File: src/design/alds_pkg.sv
`timescale 1ns / 1ps

package alds_pkg;

   localparam int MAX_LEDS      = 32;
   localparam int LED_IDX_W     = (MAX_LEDS > 1) ? $clog2(MAX_LEDS) : 1;
   localparam int LED_POS_W     = $clog2(MAX_LEDS + 1);
   localparam int BITS_PER_LED  = 24;
   localparam int BIT_POS_W     = $clog2(BITS_PER_LED + 1);
   localparam int WORD_W        = 24;
   localparam int CSR_INDEX_W   = 3;
   localparam int CSR_DATA_W    = 10;

   typedef enum logic [1:0] {
      CMD_SET_PIXEL = 2'd0,
      CMD_SET_ALL   = 2'd1,
      CMD_START     = 2'd2,
      CMD_TICK      = 2'd3
   } cmd_type;

   localparam logic [CSR_INDEX_W-1:0] CSR_LED_COUNT    = 3'd0;
   localparam logic [CSR_INDEX_W-1:0] CSR_BIT_PERIOD   = 3'd1;
   localparam logic [CSR_INDEX_W-1:0] CSR_ZERO_HIGH    = 3'd2;
   localparam logic [CSR_INDEX_W-1:0] CSR_ONE_HIGH     = 3'd3;
   localparam logic [CSR_INDEX_W-1:0] CSR_RESET_BITS   = 3'd4;

   typedef struct packed {
      cmd_type    cmd;
      logic [4:0] pixel_index;
      logic [7:0] red;
      logic [7:0] green;
      logic [7:0] blue;
   } req_type;

   typedef struct packed {
      logic data_level;
      logic busy_res;
      logic accepted;
   } rsp_type;

   typedef struct packed {
      logic [5:0] led_count;
      logic [7:0] bit_period;
      logic [7:0] zero_high_ticks;
      logic [7:0] one_high_ticks;
      logic [9:0] reset_bit_count;
   } cfg_type;

   localparam cfg_type CFG_RESET = '{
      led_count:       6'd25,
      bit_period:      8'd77,
      zero_high_ticks: 8'd22,
      one_high_ticks:  8'd50,
      reset_bit_count: 10'd240
   };

   // Commands from the sequencer to the serializer.
   typedef struct packed {
      logic              start;
      logic              tick;
      logic              load;
      logic [WORD_W-1:0] load_word;
   } ser_ctl_type;

   typedef struct packed {
      logic                 busy;
      logic                 busy_next;
      logic                 level_next;
      logic                 load_req;
      logic [LED_IDX_W-1:0] load_addr;
   } ser_status_type;

   function automatic logic [LED_POS_W-1:0] active_leds(input logic [5:0] count);
      if (int'(count) > MAX_LEDS) begin
         return LED_POS_W'(MAX_LEDS);
      end
      return LED_POS_W'(count);
   endfunction

endpackage

File: src/design/alds_pixel_ram.sv
`timescale 1ns / 1ps

module alds_pixel_ram (
   input  logic                                clock,
   input  logic                                reset,
   input  logic                                wr_en,
   input  logic [alds_pkg::LED_IDX_W-1:0]      wr_addr,
   input  logic [alds_pkg::WORD_W-1:0]         wr_data,
   input  logic                                rd_en,
   input  logic [alds_pkg::LED_IDX_W-1:0]      rd_addr,
   output logic [alds_pkg::WORD_W-1:0]         rd_data
);

   logic [alds_pkg::WORD_W-1:0]   mem [alds_pkg::MAX_LEDS];
   logic [alds_pkg::MAX_LEDS-1:0] valid_ff;
   logic [alds_pkg::WORD_W-1:0]   rd_word_ff;
   logic                          rd_valid_ff;

   always_ff @(posedge clock) begin
      if (wr_en) begin
         mem[wr_addr] <= wr_data;
      end
   end

   // Entries never written since reset read as black.
   always_ff @(posedge clock) begin
      if (reset) begin
         valid_ff    <= '0;
         rd_valid_ff <= 1'b0;
      end else begin
         if (wr_en) begin
            valid_ff[wr_addr] <= 1'b1;
         end
         if (rd_en) begin
            rd_valid_ff <= (wr_en && (wr_addr == rd_addr)) || valid_ff[rd_addr];
         end
      end
   end

   // A read of the entry being written in the same cycle returns the new word.
   always_ff @(posedge clock) begin
      if (rd_en) begin
         if (wr_en && (wr_addr == rd_addr)) begin
            rd_word_ff <= wr_data;
         end else begin
            rd_word_ff <= mem[rd_addr];
         end
      end
   end

   assign rd_data = rd_valid_ff ? rd_word_ff : '0;

endmodule

File: src/design/alds_serializer.sv
`timescale 1ns / 1ps

module alds_serializer (
   input  logic                     clock,
   input  logic                     reset,
   input  alds_pkg::cfg_type        cfg,
   input  alds_pkg::ser_ctl_type    ctl,
   output alds_pkg::ser_status_type status
);

   logic                           busy_ff, busy_in;
   logic                           in_gap_ff, in_gap_in;
   logic [alds_pkg::LED_POS_W-1:0] led_ff, led_in;
   logic [alds_pkg::BIT_POS_W-1:0] bit_ff, bit_in;
   logic [7:0]                     tick_ff, tick_in;
   logic [9:0]                     gap_ff, gap_in;
   logic [alds_pkg::WORD_W-1:0]    shift_ff, shift_in;

   logic [alds_pkg::LED_POS_W-1:0] active;
   logic [alds_pkg::LED_POS_W-1:0] led_inc;
   logic [alds_pkg::BIT_POS_W-1:0] bit_inc;
   logic [9:0]                     gap_inc;
   logic [7:0]                     high_ticks;
   logic                           finish;

   always_comb begin
      busy_in   = busy_ff;
      in_gap_in = in_gap_ff;
      led_in    = led_ff;
      bit_in    = bit_ff;
      tick_in   = tick_ff;
      gap_in    = gap_ff;
      shift_in  = shift_ff;
      finish    = 1'b0;
      status.load_req  = 1'b0;
      status.load_addr = '0;

      active  = alds_pkg::active_leds(cfg.led_count);
      led_inc = led_ff + alds_pkg::LED_POS_W'(1);
      bit_inc = bit_ff + alds_pkg::BIT_POS_W'(1);
      gap_inc = gap_ff + 10'd1;

      if (ctl.start) begin
         busy_in   = 1'b1;
         in_gap_in = 1'b0;
         led_in    = '0;
         bit_in    = '0;
         tick_in   = '0;
         gap_in    = '0;
         if (active == '0) begin
            in_gap_in = 1'b1;
            shift_in  = '0;
            finish    = (cfg.reset_bit_count == '0);
         end else begin
            status.load_req = 1'b1;
         end
      end else if (ctl.tick) begin
         if (tick_ff < cfg.bit_period) begin
            tick_in = tick_ff + 8'd1;
         end else begin
            tick_in = '0;
            if (in_gap_ff) begin
               gap_in = gap_inc;
               finish = (gap_inc >= cfg.reset_bit_count);
            end else begin
               shift_in = {shift_ff[alds_pkg::WORD_W-2:0], 1'b0};
               bit_in   = bit_inc;
               if (bit_inc >= alds_pkg::BIT_POS_W'(alds_pkg::BITS_PER_LED)) begin
                  bit_in = '0;
                  led_in = led_inc;
                  if (led_inc >= active) begin
                     in_gap_in = 1'b1;
                     gap_in    = '0;
                     shift_in  = '0;
                     finish    = (cfg.reset_bit_count == '0);
                  end else begin
                     // The next LED's word arrives from the store in the next cycle.
                     status.load_req  = 1'b1;
                     status.load_addr = led_inc[alds_pkg::LED_IDX_W-1:0];
                  end
               end
            end
         end
      end

      if (finish) begin
         busy_in   = 1'b0;
         in_gap_in = 1'b0;
         led_in    = '0;
         bit_in    = '0;
         tick_in   = '0;
         gap_in    = '0;
         shift_in  = '0;
      end

      if (ctl.load) begin
         shift_in = ctl.load_word;
      end

      high_ticks = shift_in[alds_pkg::WORD_W-1] ? cfg.one_high_ticks : cfg.zero_high_ticks;
      status.level_next = busy_in && !in_gap_in && (tick_in < high_ticks);
      status.busy_next  = busy_in;
      status.busy       = busy_ff;
   end

   always_ff @(posedge clock) begin
      if (reset) begin
         busy_ff   <= 1'b0;
         in_gap_ff <= 1'b0;
         led_ff    <= '0;
         bit_ff    <= '0;
         tick_ff   <= '0;
         gap_ff    <= '0;
         shift_ff  <= '0;
      end else begin
         busy_ff   <= busy_in;
         in_gap_ff <= in_gap_in;
         led_ff    <= led_in;
         bit_ff    <= bit_in;
         tick_ff   <= tick_in;
         gap_ff    <= gap_in;
         shift_ff  <= shift_in;
      end
   end

endmodule

File: src/design/addressable_led_strip_driver.sv
`timescale 1ns / 1ps
// Set pixel, ignored commands and ticks within an LED: registered result, valid in the cycle after the transfer.
// Start with LEDs in use, and a tick that opens the next LED: the pixel memory read, then ST_LOAD and the result.
// Set all with LEDs in use: ST_FILL writes each LED in use and reads LED 0 with the last write, then ST_LOAD.
// Throughput is one item per cycle on the short paths while results are taken.
// Reset (synchronous) clears the store to black at once through per-entry valid bits.

module addressable_led_strip_driver (
   input  logic                                 clock,
   input  logic                                 reset,
   input  logic                                 req_valid,
   output logic                                 req_ready,
   input  alds_pkg::req_type                    req_payload,
   output logic                                 rsp_valid,
   input  logic                                 rsp_ready,
   output alds_pkg::rsp_type                    rsp_payload,
   input  logic                                 csr_valid,
   output logic                                 csr_ready,
   input  logic [alds_pkg::CSR_INDEX_W-1:0]     csr_index,
   input  logic [alds_pkg::CSR_DATA_W-1:0]      csr_wdata
);

   typedef enum logic [2:0] {
      ST_READY = 3'b001,
      ST_FILL  = 3'b010,
      ST_LOAD  = 3'b100
   } state_type;

   state_type                      state_ff, state_in;
   alds_pkg::cfg_type              cfg_ff, cfg_in;
   alds_pkg::rsp_type              rsp_ff, rsp_in;
   logic                           rsp_valid_ff, rsp_valid_in;
   logic [alds_pkg::LED_IDX_W-1:0] fill_ff, fill_in;
   logic [alds_pkg::WORD_W-1:0]    colour_ff, colour_in;

   alds_pkg::ser_ctl_type          ctl;
   alds_pkg::ser_status_type       status;
   logic [alds_pkg::LED_POS_W-1:0] active;
   logic                           wr_en;
   logic [alds_pkg::LED_IDX_W-1:0] wr_addr;
   logic [alds_pkg::WORD_W-1:0]    wr_data;
   logic                           rd_en;
   logic [alds_pkg::LED_IDX_W-1:0] rd_addr;
   logic [alds_pkg::WORD_W-1:0]    rd_data;
   logic                           rsp_load;
   logic                           acc;
   logic                           req_xfer;

   alds_pixel_ram u_ram (
      .clock   (clock),
      .reset   (reset),
      .wr_en   (wr_en),
      .wr_addr (wr_addr),
      .wr_data (wr_data),
      .rd_en   (rd_en),
      .rd_addr (rd_addr),
      .rd_data (rd_data)
   );

   alds_serializer u_ser (
      .clock  (clock),
      .reset  (reset),
      .cfg    (cfg_ff),
      .ctl    (ctl),
      .status (status)
   );

   assign csr_ready   = 1'b1;
   assign rsp_valid   = rsp_valid_ff;
   assign rsp_payload = rsp_ff;
   assign req_ready   = (state_ff == ST_READY) && (!rsp_valid_ff || rsp_ready);
   assign req_xfer    = req_valid && req_ready;
   assign active      = alds_pkg::active_leds(cfg_ff.led_count);

   always_comb begin
      cfg_in = cfg_ff;
      if (csr_valid) begin
         unique case (csr_index)
            alds_pkg::CSR_LED_COUNT:  cfg_in.led_count       = csr_wdata[5:0];
            alds_pkg::CSR_BIT_PERIOD: cfg_in.bit_period      = csr_wdata[7:0];
            alds_pkg::CSR_ZERO_HIGH:  cfg_in.zero_high_ticks = csr_wdata[7:0];
            alds_pkg::CSR_ONE_HIGH:   cfg_in.one_high_ticks  = csr_wdata[7:0];
            alds_pkg::CSR_RESET_BITS: cfg_in.reset_bit_count = csr_wdata[9:0];
            default: begin
            end
         endcase
      end
   end

   always_comb begin
      state_in     = state_ff;
      fill_in      = fill_ff;
      colour_in    = colour_ff;
      ctl          = '0;
      wr_en        = 1'b0;
      wr_addr      = alds_pkg::LED_IDX_W'(req_payload.pixel_index);
      wr_data      = {req_payload.green, req_payload.red, req_payload.blue};
      rd_en        = 1'b0;
      rd_addr      = status.load_addr;
      rsp_load     = 1'b0;
      acc          = 1'b0;
      rsp_valid_in = rsp_valid_ff && !rsp_ready;
      rsp_in       = rsp_ff;

      unique case (state_ff)
         ST_READY: begin
            if (req_xfer) begin
               unique case (req_payload.cmd)
                  alds_pkg::CMD_SET_PIXEL: begin
                     acc      = int'(req_payload.pixel_index) < int'(active);
                     wr_en    = acc;
                     rsp_load = 1'b1;
                  end
                  alds_pkg::CMD_SET_ALL: begin
                     if (status.busy) begin
                        rsp_load = 1'b1;
                     end else if (active == '0) begin
                        ctl.start = 1'b1;
                        acc       = 1'b1;
                        rsp_load  = 1'b1;
                     end else begin
                        colour_in = {req_payload.green, req_payload.red, req_payload.blue};
                        fill_in   = '0;
                        state_in  = ST_FILL;
                     end
                  end
                  alds_pkg::CMD_START: begin
                     if (status.busy) begin
                        rsp_load = 1'b1;
                     end else begin
                        ctl.start = 1'b1;
                        acc       = 1'b1;
                        if (status.load_req) begin
                           rd_en    = 1'b1;
                           state_in = ST_LOAD;
                        end else begin
                           rsp_load = 1'b1;
                        end
                     end
                  end
                  alds_pkg::CMD_TICK: begin
                     if (!status.busy) begin
                        rsp_load = 1'b1;
                     end else begin
                        ctl.tick = 1'b1;
                        acc      = 1'b1;
                        if (status.load_req) begin
                           rd_en    = 1'b1;
                           state_in = ST_LOAD;
                        end else begin
                           rsp_load = 1'b1;
                        end
                     end
                  end
                  default: begin
                  end
               endcase
            end
         end
         ST_FILL: begin
            wr_en   = 1'b1;
            wr_addr = fill_ff;
            wr_data = colour_ff;
            fill_in = fill_ff + alds_pkg::LED_IDX_W'(1);
            // The frame starts with the last write; the memory forwards LED 0 if it is that one.
            if (alds_pkg::LED_POS_W'(fill_ff) == (active - alds_pkg::LED_POS_W'(1))) begin
               ctl.start = 1'b1;
               rd_en     = 1'b1;
               state_in  = ST_LOAD;
            end
         end
         ST_LOAD: begin
            ctl.load      = 1'b1;
            ctl.load_word = rd_data;
            acc           = 1'b1;
            rsp_load      = 1'b1;
            state_in      = ST_READY;
         end
         default: begin
            state_in = ST_READY;
         end
      endcase

      if (rsp_load) begin
         rsp_valid_in       = 1'b1;
         rsp_in.data_level  = status.level_next;
         rsp_in.busy_res    = status.busy_next;
         rsp_in.accepted    = acc;
      end
   end

   always_ff @(posedge clock) begin
      if (reset) begin
         state_ff     <= ST_READY;
         cfg_ff       <= alds_pkg::CFG_RESET;
         rsp_valid_ff <= 1'b0;
         fill_ff      <= '0;
      end else begin
         state_ff     <= state_in;
         cfg_ff       <= cfg_in;
         rsp_valid_ff <= rsp_valid_in;
         fill_ff      <= fill_in;
      end
   end

   always_ff @(posedge clock) begin
      rsp_ff    <= rsp_in;
      colour_ff <= colour_in;
   end

   a_load_after_read: assert property (@(posedge clock) disable iff (reset)
      (state_ff == ST_LOAD) |-> $past(rd_en))
      else $error("pixel load without a preceding memory read");

   a_idle_line_low: assert property (@(posedge clock) disable iff (reset)
      (rsp_valid_ff && !rsp_ff.busy_res) |-> !rsp_ff.data_level)
      else $error("data line high while not busy");

   a_idle_tick_ignored: assert property (@(posedge clock) disable iff (reset)
      (req_xfer && (req_payload.cmd == alds_pkg::CMD_TICK) && !status.busy)
      |=> (rsp_valid_ff && !rsp_ff.accepted))
      else $error("tick while idle was not answered as ignored");

endmodule

File: config.mk
export PLATFORM = sky130hd
export DESIGN_NAME = addressable_led_strip_driver
export DESIGN_NICKNAME = d
export VERILOG_FILES = /design/src/design/alds_pkg.sv /design/src/design/alds_pixel_ram.sv /design/src/design/alds_serializer.sv /design/src/design/addressable_led_strip_driver.sv
export SDC_FILE = /design/constraint.sdc
export NUM_CORES = 1
export LEC_CHECK = 0
export ABC_AREA = 0
export BUFFER_PORTS_ARGS = -buffer_cell sky130_fd_sc_hd__buf_2
export CAP_MARGIN = 20
export CORE_ASPECT_RATIO = 0.6
export CORE_MARGIN = 5
export CORE_UTILIZATION = 30
export DETAILED_ROUTE_END_ITERATION = 6
export PLACE_DENSITY = 0.49
export SYNTH_ARGS = -nofsm -noshare
export SYNTH_HDL_FRONTEND = slang
export SYNTH_SLANG_ARGS = --single-unit
export TNS_END_PERCENT = 20
File: constraint.sdc
create_clock -name clock -period 6.8 [get_ports clock]
set_input_delay 1.36 -clock clock [delete_from_list [all_inputs] [get_ports clock]]
set_output_delay 1.36 -clock clock [all_outputs]
set_load 0.1 [all_outputs]
Word-level counts from Yosys, hierarchy flattened
Memories as Yosys holds them, arrays and structs flattened. A register that Yosys moved wholly into a read port is not among the register bits.
Cells that the tools add are included.
W data, S select, Z words.
{"block": "totals", "register_bits": 164, "latchBits": 0, "mem_bits_rw": 768, "romBits": 0, "elab_cells": 201, "memories": 1}
{"block": "classes", "n_addsub": 6, "multipliers": 0, "div": 0, "magnitude_cmp": 10, "n_eq_ne": 25, "shift": 0, "muxes": 99, "n_bitwise": 5, "reduce_logical": 33}
{"memory": "u_ram.mem", "words": 32, "word_bits": 24, "read_ports": 1, "rd_ports_with_merged_regs": 1, "wr": 1, "line_no": "alds_pixel_ram.sv:14", "source": "logic [alds_pkg::WORD_W-1:0] mem [alds_pkg::MAX_LEDS];"}
{"cell": "$mux W24", "count": 11}
{"cell": "$mux W1", "count": 43}
{"cell": "$mux W6", "count": 7}
{"cell": "$mux W8", "count": 5}
{"cell": "$mux W5", "count": 7}
{"cell": "$or A32 B32 Y32", "count": 1}
{"cell": "$mux W10", "count": 3}
{"cell": "$mux W25", "count": 1}
{"cell": "$mux W3", "count": 7}
{"cell": "$lt A8 B8 Y1", "count": 2}
{"cell": "$pmux W1 S2", "count": 7}
{"cell": "$lt A5 B6 Y1 const B", "count": 2}
{"cell": "$reduce_and A4 Y1", "count": 3}
{"cell": "$add A10 B1 Y10 const B", "count": 1}
{"cell": "$add A5 B1 Y5 const B", "count": 2}
{"cell": "$ge A10 B10 Y1", "count": 1}
{"cell": "$logic_not A10 Y1", "count": 1}
{"cell": "$pmux W5 S2", "count": 1}
{"cell": "$reduce_and A2 Y1", "count": 5}
{"cell": "$reduce_and A5 Y1", "count": 2}
{"cell": "$eq A3 B2 Y1 const B", "count": 3}
{"cell": "$ne A3 B3 Y1 const B", "count": 3}
{"cell": "$pmux W3 S3", "count": 1}
{"cell": "$add A8 B1 Y8 const B", "count": 1}
{"cell": "other kinds (37)", "count": 58}

Longest topological paths before layout
Gate-level depths: netlist of run 1.
{"block": "depth", "ltp_word": 17, "ltp_mapped": 24, "ltp_nobuf": 22}

By module
A second synthesis of run 1 with hierarchy kept.
{"block": "hier_totals", "cells_unflattened": 2163, "area_unflattened_um2": 38923.6}
{"mod": "alds_pixel_ram", "instances": 1, "cells_per_inst": 1376, "area_each_um2": 31483.9, "seq_area_each_um2": 24443.4}
{"mod": "addressable_led_strip_driver", "instances": 1, "cells_per_inst": 374, "area_each_um2": 3749.8, "seq_area_each_um2": 1791.7}
{"mod": "alds_serializer", "instances": 1, "cells_per_inst": 413, "area_each_um2": 3689.8, "seq_area_each_um2": 1101.1}

Worst setup path after synthesis of run 1
Ideal clock, no wire load.
{"block": "synth_timing", "kind": "input -> register", "startpoint": "input req_payload[29] (netlist name)", "endpoint": "register rsp_ff, in the netlist rsp_payload[2], data pin", "setup_time_ns": 0.158, "t_arrival_ns": 5.296, "setup_slack_ns": 1.347, "stages": 20, "cell_sequence": "ha_1 nand2_2 or4_4 o32a_1 buf_2 nor2_2 a21oi_1 mux2_2 and3_1 or2_1 buf_2 mux2i_1 ha_1 a21o_1 a21o_1 a21oi_1 o21ai_0 nor4b_1 o211ai_1 o211ai_1"}
{"element": "start, declared", "line_no": "addressable_led_strip_driver.sv:13", "source": "input alds_pkg::req_type req_payload,"}
{"element": "end signal, assigned", "line_no": "addressable_led_strip_driver.sv:207", "source": "rsp_ff <= rsp_in;"}
{"element": "end, declared", "line_no": "addressable_led_strip_driver.sv:31", "source": "alds_pkg::rsp_type rsp_ff, rsp_in;"}

==> results of run 1 <==
registers in the layout, indices dropped and copies added, names as in the netlist, 8 cells and up:
| register | count |
|---|---|
| u_ram.mem | 768 |
| cfg_ff | 40 |
| u_ram.valid_ff | 32 |
| colour_ff | 24 |
| u_ram.rd_word_ff | 24 |
| u_ser.shift_ff | 24 |
| u_ser.gap_ff | 10 |
| u_ser.tick_ff | 8 |
final cells by class:
class | instances | area (sq um) | share of cell area, %
inverters | 34 | 128 | 0.279
diodes | 3 | 7.51 | 0.0164
multi-input cells | 1750 | 11800 | 25.8
clock inverters | 41 | 413 | 0.902
repair buffers | 185 | 1390 | 3.03
clock buffers | 124 | 2450 | 5.35
well taps | 1785 | 2230 | 4.88
flip-flops and latches | 956 | 27300 | 59.7
power by group through the flow:
stage / sequential, W / clock, W / combinational [W]
5_1_grt: 0.00650 / 0.00536 / 0.000601
4_1_cts: 0.00649 / 0.00510 / 0.000559
2_1_floorplan: 0.00665 / 0 / 0.000281
6_report: 0.00650 / 0.00501 / 0.000563
3_5_place_dp: 0.00662 / 0 / 0.000558
3_3_place_gp: 0.00662 / 0 / 0.000554
final timing paths:
check / from / endpoint / slack, ns / depth (start not counted)
worst max-delay path: u_ser.led_ff[1] / rsp_payload[2] / 1.05 / 23
worst min-delay path: u_ser.shift_ff[7] / u_ser.shift_ff[7] / 0.45 / 2
worst max register to register: u_ser.led_ff[1] / rsp_payload[2] / 1.05 / 23
worst min register to register: u_ser.shift_ff[7] / u_ser.shift_ff[7] / 0.45 / 2
stage by stage:
step / total power, W / util (%)
3_5_place_dp: 0.00718 / 32.5
4_1_cts: 0.0122 / 34.7
3_3_place_gp: 0.00718 / 32.5
2_1_floorplan: 0.00693 / -
5_1_grt: 0.0125 / 34.7
6_report: 0.0121 / 34.7
layout by cell type, fill, tap and decap left out, drive strengths merged, types with 16 or more instances in the layout:
cell type / n
edfxtp: 819
nor2: 167
nand2b: 18
xnor2: 17
buf: 185
nand2: 325
nand3: 38
clkbuf: 124
a22oi: 28
nor3: 49
mux2: 124
ha: 46
nand3b: 16
dfxtp: 137
o211ai: 25
o221ai: 32
o31ai: 28
clkinv: 32
inv: 36
a21oi: 190
o2111ai: 16
o22ai: 101
mux2i: 154
and3: 22
a222oi: 21
a21o: 27
o21ai: 96
xor2: 18
logic make-up after synthesis:
group,after synthesis,synth area share [%]
buffers and inverters,199,2.39
DFF,956,68.5
and+or+nand+nor,721,8.24
muxes,283,7.64
adders and majority gates,46,1.44
AOI/OAI and AO/OA,664,11.0
other,1,0.00939
xor gates and xnor gates,35,0.768
per-layer routing:
layer,vias to the layer above,track usage [%],share of wire (%)
met5,-,0,0
met4,0,3.30,1.5
met3,133,6.59,12
met2,1105,22.1,37
met1,12989,28.6,50
li1,11440,-,-
cell usage after synthesis, types with 17 or more instances:
master	n	share of area, %
edfxtp_1	819	62
nand2_1	324	3.0
a21oi_1	190	2.4
nor2_1	164	1.5
mux2i_1	154	3.9
dfxtp_1	137	6.9
mux2_2	119	3.4
clkbuf_1	112	1.1
o22ai_1	101	1.6
o21ai_0	92	1.2
nor3_1	47	0.59
ha_1	46	1.4
nand3_1	38	0.48
inv_1	32	0.30
o221ai_1	32	0.70
a22oi_1	28	0.53
a21o_1	27	0.51
o31ai_1	25	0.47
o211ai_1	23	0.43
and3_1	22	0.34
a222oi_1	21	0.53
nand2b_1	18	0.28
xor2_1	18	0.39
xnor2_1	17	0.37
worst reg2reg max path: stages (launching register included):
cell	delay, ns
dfxtp_1	0.44
ha_4	0.18
nand3_1	0.12
xor2_1	0.16
buf_4	0.21
inv_1	0.15
ha_1	0.33
nand4_1	0.10
nor3_1	0.62
nor2_1	0.24
nor3_1	0.24
o21ai_1	0.10
o32a_1	0.25
and3_1	0.19
or2_1	0.40
mux2i_1	0.19
ha_1	0.33
a21o_1	0.16
a21o_1	0.17
a21oi_1	0.13
o21ai_0	0.10
nor4b_1	0.44
o211ai_1	0.16
o211ai_1	0.19
==> out/metrics.cfg, run 1 <==
[detailed_routing]
via_per_inst = 5.26
detail-route-antenna-nets = 0
dr.pass1.iters = 7
routed_wl_um = 128000
first_iter_violations = 3344
vias = 25667
wl_per_cell_um = 26.2
drc = 4

[min_path]
hold_path_class = reg -> reg

[die]
ios = 55
core-area_sq_um = 132000
start_util_pct = 30.3
rows = 103
die_h_um = 293
dieArea_sq_um = 141000
fp.dieW_um = 481

[clocking]
cts_setup_buffers = 0
numCtsBuffers = 89
h-tree-depth = 3
cts.sink_count = 956
worstSkewPairLatency_ns = 0.72
cts_tree = done
root_buffer = clkbuf_16
ctsLongestPathBuffers = 3
hold_buffers = 0
clkTransAtPathRegs_ns = 0.07
cts_resized = 0

[synth]
syn-num-nets = 3000
synth_ff_type = edfxtp_1
synthDistinctLibCells = 89
syn-instance-count = 2905
seq_area_frac_synth_pct = 68.5
syn-cell-area_sq_um = 39900
avgSynthCellArea_sq_um = 13.7
ys_seq_elements = 956
synth_edf_count = 819
yosys_warnings = 0
ys_async_sr_fraction_pct = 0

[setup_path]
max_stage_delay_ns = 0.62
path_buf_inv = 2
crit_path_max_fanout = 9
worstPathCellList = ha_4 -> nand3_1 -> xor2_1 -> buf_4 -> inv_1 -> ha_1 -> nand4_1 -> nor3_1 -> nor2_1 -> nor3_1 -> o21ai_1 -> o32a_1 -> and3_1 -> or2_1 -> mux2i_1 -> ha_1 -> a21o_1 -> a21o_1 -> a21oi_1 -> o21ai_0 -> nor4b_1 -> o211ai_1 -> o211ai_1
critical_path_class = reg -> reg
crit_arrival_ns = 6.29
crit_path_top_delay_cell = nor3_1
crit_required_ns = 7.34
cp_top_family = simple AND/OR/NAND/NOR gates
endpoint_kind = flop
startpoint_type = flop

[placement]
numPortBuffers = 53
place_inst = 4709
pre_cts_ws_ns = 0.719
dp.final_hpwl_um = 81300
gp_congestion = 0.843
post_dp_cell_area_sq_um = 42900

[cells_and_area]
fin_cells = 4878
nNetsFinal = 3111
fin_area_sq_um = 45800
area_growth_pct = 14.7
fillers = 12808
drive_above_1_share_pct = 16.5

[pwr]
netSwitchingFraction_pct = 23.4
ir_drop_mv = 0.184
powerDensity_nw_per_um2 = 264
internal-power_w = 0.00925
comb_power_share_pct = 4.7
p_switching_w = 0.00283
leakagePower_nw = 14.5
power_frac_clock_pct = 41.5
p_seq_share_pct = 53.8

[sta]
finClkSkew_ns = 0.0546
fin_crit_ns = 5.75
whs_ns = 0.453
post-route-period-util_pct = 84.5
drv_slew = 0
finalSetupTns_ns = 0
hold_violations = 0
fin_ws_ns = 1.05
maxSlewHeadroom_pct = 23.7
rsz0062_at_grt = no
worst_pin_slew_ns = 1.14
setup_viol = 0
max_freq_mhz = 174

[grt]
grt_overflow = 0
grt_use_total_pct = 17.7
grt_pass1_vias = 24077
grt_first_pass_wirelength_um = 182000
grt_start_max_net_pins = 104
antenna_found_initial = 6

[outcome]
status = complete, but fails checks
violations = design-rule violations

[job]
cap_violations = 0

Note: power is estimated with default switching activity, not from simulation.
==> run 2, diff against run 1 <==
PLACE_DENSITY = 0.5   (was 0.49)
clock period = 4.64 ns   (was 6.8 ns; I/O delays follow)
==> out/metrics.cfg, run 2 (synthesis gave the netlist of run 1 again) <==
[outcome]
status = complete, but fails checks
violations = design-rule violations

[cells_and_area]
largest_reg_flops = 768
mostFrequentLayoutCells = edfxtp_1, nand2_1, buf_4
multi_input_area_sq_um = 12100
regMostFlops = u_ram.mem
drive_above_1_share_pct = 21.8
fin_cells = 5014
final-seq-area_sq_um = 27400
largest_registers = u_ram.mem x768, cfg_ff x40, u_ram.valid_ff x32
fillers = 12657
area_growth_pct = 19.4
fin_area_sq_um = 47700
nNetsFinal = 3246
final_common_cell = edfxtp_1

[detailed_routing]
drc = 4
vias = 26154
detail-route-antenna-nets = 0
dr.pass1.iters = 7
wl_per_cell_um = 25.7
routed_wl_um = 129000
via_per_inst = 5.22
first_iter_violations = 3276

[setup_path]
crit_required_ns = 5.09
cp_top_family = compound AO/OA/AOI/OAI gates
r2r_slack_ns = 0.03
critical_path_class = reg -> reg
endpoint_kind = flop
crit_path_top_delay_cell = a2111o_1
crit_top_cell = buf_4
path_buf_inv = 6
startpoint_type = flop
max_stage_delay_ns = 0.49
crit_path_max_fanout = 10
crit_arrival_ns = 5.06
worstPathCellList = nand2_1 -> nor2_2 -> xor2_1 -> ha_1 -> nand4_1 -> nor3_4 -> buf_4 -> buf_4 -> a2111o_1 -> nor3_4 -> buf_12 -> buf_4 -> clkbuf_16 -> mux2_2 -> a222oi_1 -> buf_4 -> and3_1 -> a311oi_1 -> a32o_1

[placement]
place_inst = 4823
numPortBuffers = 53
gp_congestion = 0.849
post_dp_cell_area_sq_um = 44300
dp.final_hpwl_um = 82200

[sta]
worst_pin_slew_ns = 1.12
finClkSkew_ns = 0.0375
rsz0062_at_grt = yes
whs_ns = 0.412
hold_violations = 0
setup_viol = 0
finalSetupTns_ns = 0
fin_crit_ns = 4.61
maxSlewHeadroom_pct = 25.1
max_freq_mhz = 217
post-route-period-util_pct = 99.3
drv_slew = 0

[grt]
grt_use_total_pct = 17.8
grt_start_max_net_pins = 118
antenna_found_initial = 6
grt_pass1_vias = 24163
grt_overflow = 0
grt_first_pass_wirelength_um = 182000

[die]
rows = 103
ios = 55
start_util_pct = 30.3
fp.dieW_um = 481
die_h_um = 293
dieArea_sq_um = 141000
core-area_sq_um = 132000

[clocking]
root_buffer = clkbuf_16
cts.sink_count = 956
cts_tree = done
numCtsBuffers = 89
clkTransAtPathRegs_ns = 0.07
h-tree-depth = 3
worstSkewPairLatency_ns = 0.70
ctsLongestPathBuffers = 3

[pwr]
finalPower_w = 0.0178
ir_drop_mv = 0.254
leakagePower_nw = 15.5
powerDensity_nw_per_um2 = 374

[min_path]
hold_path_class = in -> reg

[job]
cap_violations = 0

-- run 2: cell types whose count changed in the layout (fill, tap and decap cells not counted), sizes merged --
| cell | delta |
|---|---|
| buf | +131 |
| clkinv | +4 |
| diode | -2 |
| bufinv | +1 |
| clkinvlp | +1 |
| inv | +1 |
-- run 2: where the power goes --
part / switching [W] / internal [W]
sequential: 0.0000356 / 0.00947
combinational: 0.000688 / 0.000205
clock: 0.00341 / 0.00400
total: 0.00413 / 0.0137
-- run 2: timing repair --
| item | CTS | global route |
|---|---|---|
| endpoints found under the setup margin | 3 | 25 |
| hold endpoints to repair | 0 | 0 |
| resized for setup | 6 | 61 |
| hold buffers | 0 | 0 |
| pin swaps | 2 | 35 |
| setup buffers | 0 | 18 |
| gates cloned | 0 | 3 |
-- run 2: worst paths after layout --
check | from | to | cells past startpoint
setup / recovery | u_ser.led_ff[3] | u_ram.rd_word_ff[18] | 19
hold / removal | req_payload[13] | colour_ff[21] | 1
setup reg to reg | u_ser.led_ff[3] | u_ram.rd_word_ff[18] | 19
hold reg to reg | u_ser.shift_ff[17] | u_ser.shift_ff[17] | 2
-- run 2: per-stage QoR --
stage | setup WS [ns] | util, %
after global placement | -0.288 | 33.6
after CTS | 0.00962 | 35.8
after floorplan | -0.0521 | -
after global routing | -0.113 | 36.2
final | 0.0308 | 36.2
after detailed placement | -0.303 | 33.6
-- run 2: final cells by class --
class,instances,share of cell area (%)
Sequential cell,956,57.4
Multi-Input combinational cell,1750,25.4
Timing Repair Buffer,320,6.21
Clock buffer,120,5.16
Tap cell,1785,4.68
Clock inverter,48,0.911
Inverter,34,0.268
Antenna cell,1,0.00525
-- run 2: layer usage --
layer | GRT usage, % | wire, um | up-vias
li1 | - | - | 11705
met1 | 28.8 | 64500 | 13241
met2 | 22.2 | 47900 | 1086
met3 | 6.20 | 14700 | 120
met4 | 3.49 | 1900 | 2
met5 | 0 | 99 | -
